### src/rtl/simplex_noise_2d_defines.svh
// assertion macros for the simplex noise block
`ifndef SIMPLEX_NOISE_2D_DEFINES_SVH
`define SIMPLEX_NOISE_2D_DEFINES_SVH

`ifndef SYNTHESIS
`define SND_ASSERT_IMPL(name, ante, cons) \
	name: assert property (@(posedge clk) disable iff (!arst_n) (ante) |-> (cons)) \
		else $error("assertion failed");
`define SND_ASSERT_NEVER(name, expr) \
	name: assert property (@(posedge clk) disable iff (!arst_n) !(expr)) \
		else $error("assertion failed");
`else
`define SND_ASSERT_IMPL(name, ante, cons)
`define SND_ASSERT_NEVER(name, expr)
`endif

`endif

### src/rtl/snd_pkg.sv
package snd_pkg;

	localparam logic [30:0] SKEW_Q32   = 31'd1572067139;
	localparam logic [29:0] UNSKEW_Q32 = 30'd907633386;
	localparam logic signed [17:0] OUT_MAX = 18'sd131071;
	localparam logic signed [17:0] OUT_MIN = -18'sd131072;

	localparam logic KIND_LOAD = 1'b0;
	localparam logic KIND_EVAL = 1'b1;

	// sign of one gradient component
	typedef enum logic [1:0] {
		G_ZERO,
		G_POS,
		G_NEG
	} gsign_t;

	// h mod 12 by reciprocal, exact for 8-bit h
	function automatic logic [3:0] mod12(input logic [7:0] h);
		logic [15:0] p;
		logic [7:0] q;
		logic [7:0] r;
		p = 16'(h) * 16'd171;
		q = {3'b000, p[15:11]};
		r = h - 8'(q * 8'd12);
		return r[3:0];
	endfunction

	function automatic gsign_t grad_x(input logic [3:0] r);
		gsign_t g;
		unique case (r)
			4'd0, 4'd2, 4'd4, 4'd6: g = G_POS;
			4'd1, 4'd3, 4'd5, 4'd7: g = G_NEG;
			default:                g = G_ZERO;
		endcase
		return g;
	endfunction

	function automatic gsign_t grad_y(input logic [3:0] r);
		gsign_t g;
		unique case (r)
			4'd0, 4'd1, 4'd8, 4'd10: g = G_POS;
			4'd2, 4'd3, 4'd9, 4'd11: g = G_NEG;
			default:                 g = G_ZERO;
		endcase
		return g;
	endfunction

endpackage

### src/rtl/snd_corner.sv
module snd_corner #(
	parameter int FRAC_BITS = 16
) (
	input  logic                                 clk,
	input  logic signed [FRAC_BITS+2:0]          dx,
	input  logic signed [FRAC_BITS+2:0]          dy,
	input  logic [7:0]                           hash,
	output logic signed [2*FRAC_BITS+4:0]        contrib
);

	localparam int F  = FRAC_BITS;
	localparam int D  = F + 3;
	localparam int TW = 2 * D + 2;
	localparam int CW = F + D + 2;
	localparam logic signed [TW-1:0] HALF = TW'(1) << (2 * F - 1);

	logic signed [2*D-1:0] sq_x, sq_y;
	logic signed [TW-1:0]  t;
	logic [F-1:0]          t1_s6, t2_s7, t4_s8;
	logic                  pos_s6, pos_s7, pos_s8;
	logic signed [D-1:0]   dx_s6, dy_s6;
	logic signed [D:0]     dot_s7, dot_s8;
	logic signed [D:0]     part_x, part_y;
	logic [3:0]            gsel;
	snd_pkg::gsign_t       gx, gy;
	logic [2*F-1:0]        p2, p4;

	// falloff before the first power step
	assign sq_x = dx * dx;
	assign sq_y = dy * dy;
	assign t    = HALF - TW'(sq_x) - TW'(sq_y);

	// gradient from the hash, dot with the offset
	assign gsel = snd_pkg::mod12(hash);
	assign gx   = snd_pkg::grad_x(gsel);
	assign gy   = snd_pkg::grad_y(gsel);

	always_comb begin
		unique case (gx)
			snd_pkg::G_POS: part_x = (D+1)'(dx_s6);
			snd_pkg::G_NEG: part_x = -(D+1)'(dx_s6);
			default:        part_x = '0;
		endcase
		unique case (gy)
			snd_pkg::G_POS: part_y = (D+1)'(dy_s6);
			snd_pkg::G_NEG: part_y = -(D+1)'(dy_s6);
			default:        part_y = '0;
		endcase
	end

	assign p2 = t1_s6 * t1_s6;
	assign p4 = t2_s7 * t2_s7;

	always_ff @(posedge clk) begin
		t1_s6   <= t[2*F-1:F];
		pos_s6  <= ~t[TW-1];
		dx_s6   <= dx;
		dy_s6   <= dy;
		t2_s7   <= p2[2*F-1:F];
		dot_s7  <= part_x + part_y;
		pos_s7  <= pos_s6;
		t4_s8   <= p4[2*F-1:F];
		dot_s8  <= dot_s7;
		pos_s8  <= pos_s7;
		contrib <= pos_s8 ? CW'($signed({1'b0, t4_s8}) * dot_s8) : '0;
	end

endmodule

### config.mk
export PLATFORM = sky130hd
export DESIGN_NAME = snd_corner
export DESIGN_NICKNAME = d
export VERILOG_FILES = /design/src/rtl/simplex_noise_2d_defines.svh /design/src/rtl/snd_pkg.sv /design/src/rtl/snd_corner.sv
export SDC_FILE = /design/constraint.sdc
export NUM_CORES = 2
export LEC_CHECK = 0
export BUFFER_PORTS_ARGS = -buffer_cell sky130_fd_sc_hd__buf_2
export CAP_MARGIN = 0
export CELL_PAD_IN_SITES_DETAIL_PLACEMENT = 1
export CELL_PAD_IN_SITES_GLOBAL_PLACEMENT = 2
export CORE_MARGIN = 2
export CORE_UTILIZATION = 25
export DETAILED_ROUTE_END_ITERATION = 8
export PLACE_DENSITY_LB_ADDON = 0.1
export SLEW_MARGIN = 0
export SYNTH_ARGS = -nofsm -noshare
export SYNTH_HDL_FRONTEND = slang
export SYNTH_SLANG_ARGS = --single-unit
### constraint.sdc
create_clock -name clk -period 7.2 [get_ports clk]
set_clock_uncertainty 0.2 [all_clocks]
set_input_delay 0.36 -clock clk [delete_from_list [all_inputs] [get_ports clk]]
set_output_delay 0.36 -clock clk [all_outputs]
set_load 0.01 [all_outputs]
==> impl_metrics.ini <==
[placed_design]
hpwl_um = 164000
place_inst = 9724
postPlaceCellArea_um2 = 66700
gp_congestion = 0.791
portBuffers = 83
pre_cts_slack_ns = -0.584

[floorplanning]
fp.dieArea_um2 = 235000
placementRows = 176
ioPinCount = 84
die_w_um = 485
die_height_um = 485
start_util_pct = 25.1
core_um2 = 230000

[detailed_routing]
drt-pass1-iter-count = 5
wl_per_cell_um = 18.0
drt_iter0_drc = 1082
dr_total_vias = 39300
drcViolationCount = 0
drt_wl_total_um = 176000
drtAntennaViolNets = 0
viasPerCell = 4.02

[logic_synthesis]
synth_seq_cells = 166
yosys_warnings = 0
syn_area_per_cell_um2 = 9.44
ys.flop_type = dfxtp_1
syn-cell-area_um2 = 57700
seq_area_frac_synth_pct = 5.76
syn-num-nets = 8211
synth-edff-count = 0
synthArstFlopShare_pct = 0
ys_types = 61
syn_inst = 6113

[setup_path]
setup.worst_path.class = input pin to flop
rrSetupSlack_ns = 0.40
crit_slowest_cell = fa_1
path_max_fanout = 7
arrival_ns = 7.15
cp-startpoint = dy[12]
max_stage_delay_ns = 0.59
worstPathRequired_ns = 7.43
critPathCapture = t1_s6[15]$_DFF_P_
reg2regPathDepth = 25
rr_endpoint = t2_s7[15]$_DFF_P_
startpoint_type = input pin
path_common_cell = fa_1
r2r_start = t1_s6[9]$_DFF_P_
cp-end-kind = flop

[cts]
cts_buffers = 17
h-tree-depth = 4
clock_path_buffers = 2
cts_num_sinks = 166
root_buffer = clkbuf_16
clk_pin_slew_worst_paths_ns = 0.09
insertion_delay_ns = 0.55
cts_tree = built

[cells_and_area]
area_growth_pct = 17.2
fillers = 26600
drive_above_1_share_pct = 12.8
final_cell_area_um2 = 67700
nets = 8836
multi_input_area_um2 = 46800
ff_latch_area_um2 = 3350
final_cells = 9779

[run]
cap_violations = 0

[sta]
tns_ns = 0
setup_viol = 0
hold_viol = 0
max_slew_margin_pct = 33.5
slew_violations = 0
tightest_slew_ns = 0.996
fin_crit_sh_pct = 96.1
fmax_ghz = 0.145
setup_slack_ns = 0.281
period_needed_ns = 6.92

[global_route]
grt_max_degree = 32
grt_pass1_wl_um = 281000
first_global_vias = 46700
antenna_found_initial = 8
track_usage_pct = 15.6
gr-total-overflow = 0

[run_status]
status = finished clean

[min_path]
min_path_type = input pin to flop
==> cell usage after synthesis (all sizes together), types with 23 or more instances <==
cell type     n  share of area (%)
nor3         24               0.21
or2          23               0.25
fa         1451                 50
o21ai        70               0.61
nand2       525                3.4
xor2         68                1.0
a21o         32               0.42
nand3        28               0.24
nand2b       25               0.27
inv        1916                 12
a21oi        79               0.68
and2        373                4.0
nor2        210                1.4
xnor2       113                1.7
nor2b        49               0.53
ha          600                 13
dfxtp       166                5.8
clkbuf      162                1.1
==> registers in the layout, summed over array words and instances, names as in the netlist <==
register / flops
contrib: 37
pos_s8: 1
t4_s8: 16
pos_s7: 1
dot_s7: 20
dx_s6: 19
dot_s8: 20
pos_s6: 1
t1_s6: 16
t2_s7: 16
dy_s6: 19
==> layout by cell type (no fill, tap or decap), drive strengths merged, types with 11 or more instances in the layout <==
master,count
xor2,68
a21o,32
buf,748
nor2,210
nand3,28
ha,600
o21ai,70
nand2b,25
inv,1924
nand4,11
or2,23
nand2,525
o21a,19
a21oi,79
nor3,24
xnor2,113
a22oi,13
dlygate4sd3,16
or3,14
dfxtp,166
a31oi,11
clkbuf,24
nor2b,49
or4,11
a211oi,15
and2,373
fa,1451
==> layer usage <==
layer  global-route usage [%]  up-vias  routed length (um)
li1                         -    18800                   -
met1                     22.3    20300               88100
met2                     26.2      225               83100
met3                     1.31       77                2420
met4                     2.48        0                2470
met5                        0        -                   0
==> what timing repair did <==
item                                   CTS  global route
endpoints found under the hold margin   17             0
resized for setup                        9            55
setup endpoints to repair                5            37
hold buffers                            17             0
pin swaps                                0            11
buffers inserted                         0             4
==> cell families after synthesis <==
logic type                 share of synthesized area [%]
AOI/OAI and AO/OA                                   3.39
muxes                                              0.184
and+or+nand+nor                                     11.0
adders and majority gates                           63.3
xor gates and xnor gates                            2.79
DFF                                                 5.76
buffers and inverters                               13.5
other                                            0.00650
==> stage by stage <==
stage / hold slack (ns) / utilization (%)
after floorplan: 0.110 / -
after global placement: 0.110 / 29.0
after detailed placement: 0.113 / 29.0
after CTS: 0.00579 / 29.3
after global routing: 0.00359 / 29.4
final: 0.0479 / 29.4
==> area by class of cell <==
cell class                      count  share of cell area, %
Inverter                         1918                   10.6
Antenna cell                        2                0.00740
Timing Repair Buffer              772                   8.82
Tap cell                         3026                   5.60
Clock inverter                     15                  0.259
Clock buffer                       17                  0.629
Sequential cell                   166                   4.94
Multi-Input combinational cell   3863                   69.1
==> worst min path at each step <==
stage | start | end | slack, ns | cells past startpoint
3_3_place_gp | dot_s7[12]$_DFF_P_ | dot_s8[12]$_DFF_P_ | 0.11 | 0
2_1_floorplan | dot_s7[0]$_DFF_P_ | dot_s8[0]$_DFF_P_ | 0.11 | 0
3_5_place_dp | dot_s7[11]$_DFF_P_ | dot_s8[11]$_DFF_P_ | 0.11 | 0
6_report | dx[11] | dx_s6[11]$_DFF_P_ | 0.05 | 2
4_1_cts | dx[9] | dx_s6[9]$_DFF_P_ | 0.006 | 3
5_1_grt | dx[9] | dx_s6[9]$_DFF_P_ | 0.004 | 3
==> critical path: cells and delay by family <==
family	cells	cell delay [ns]
fa+ha+maj	9	4.32
xor+xnor	1	0.13
compound gates	5	0.67
buf+inv	12	1.17
simple gates	3	0.53
Power is not shown: default switching activity piles up to over one toggle a cycle in this logic, so the estimate is an artifact.
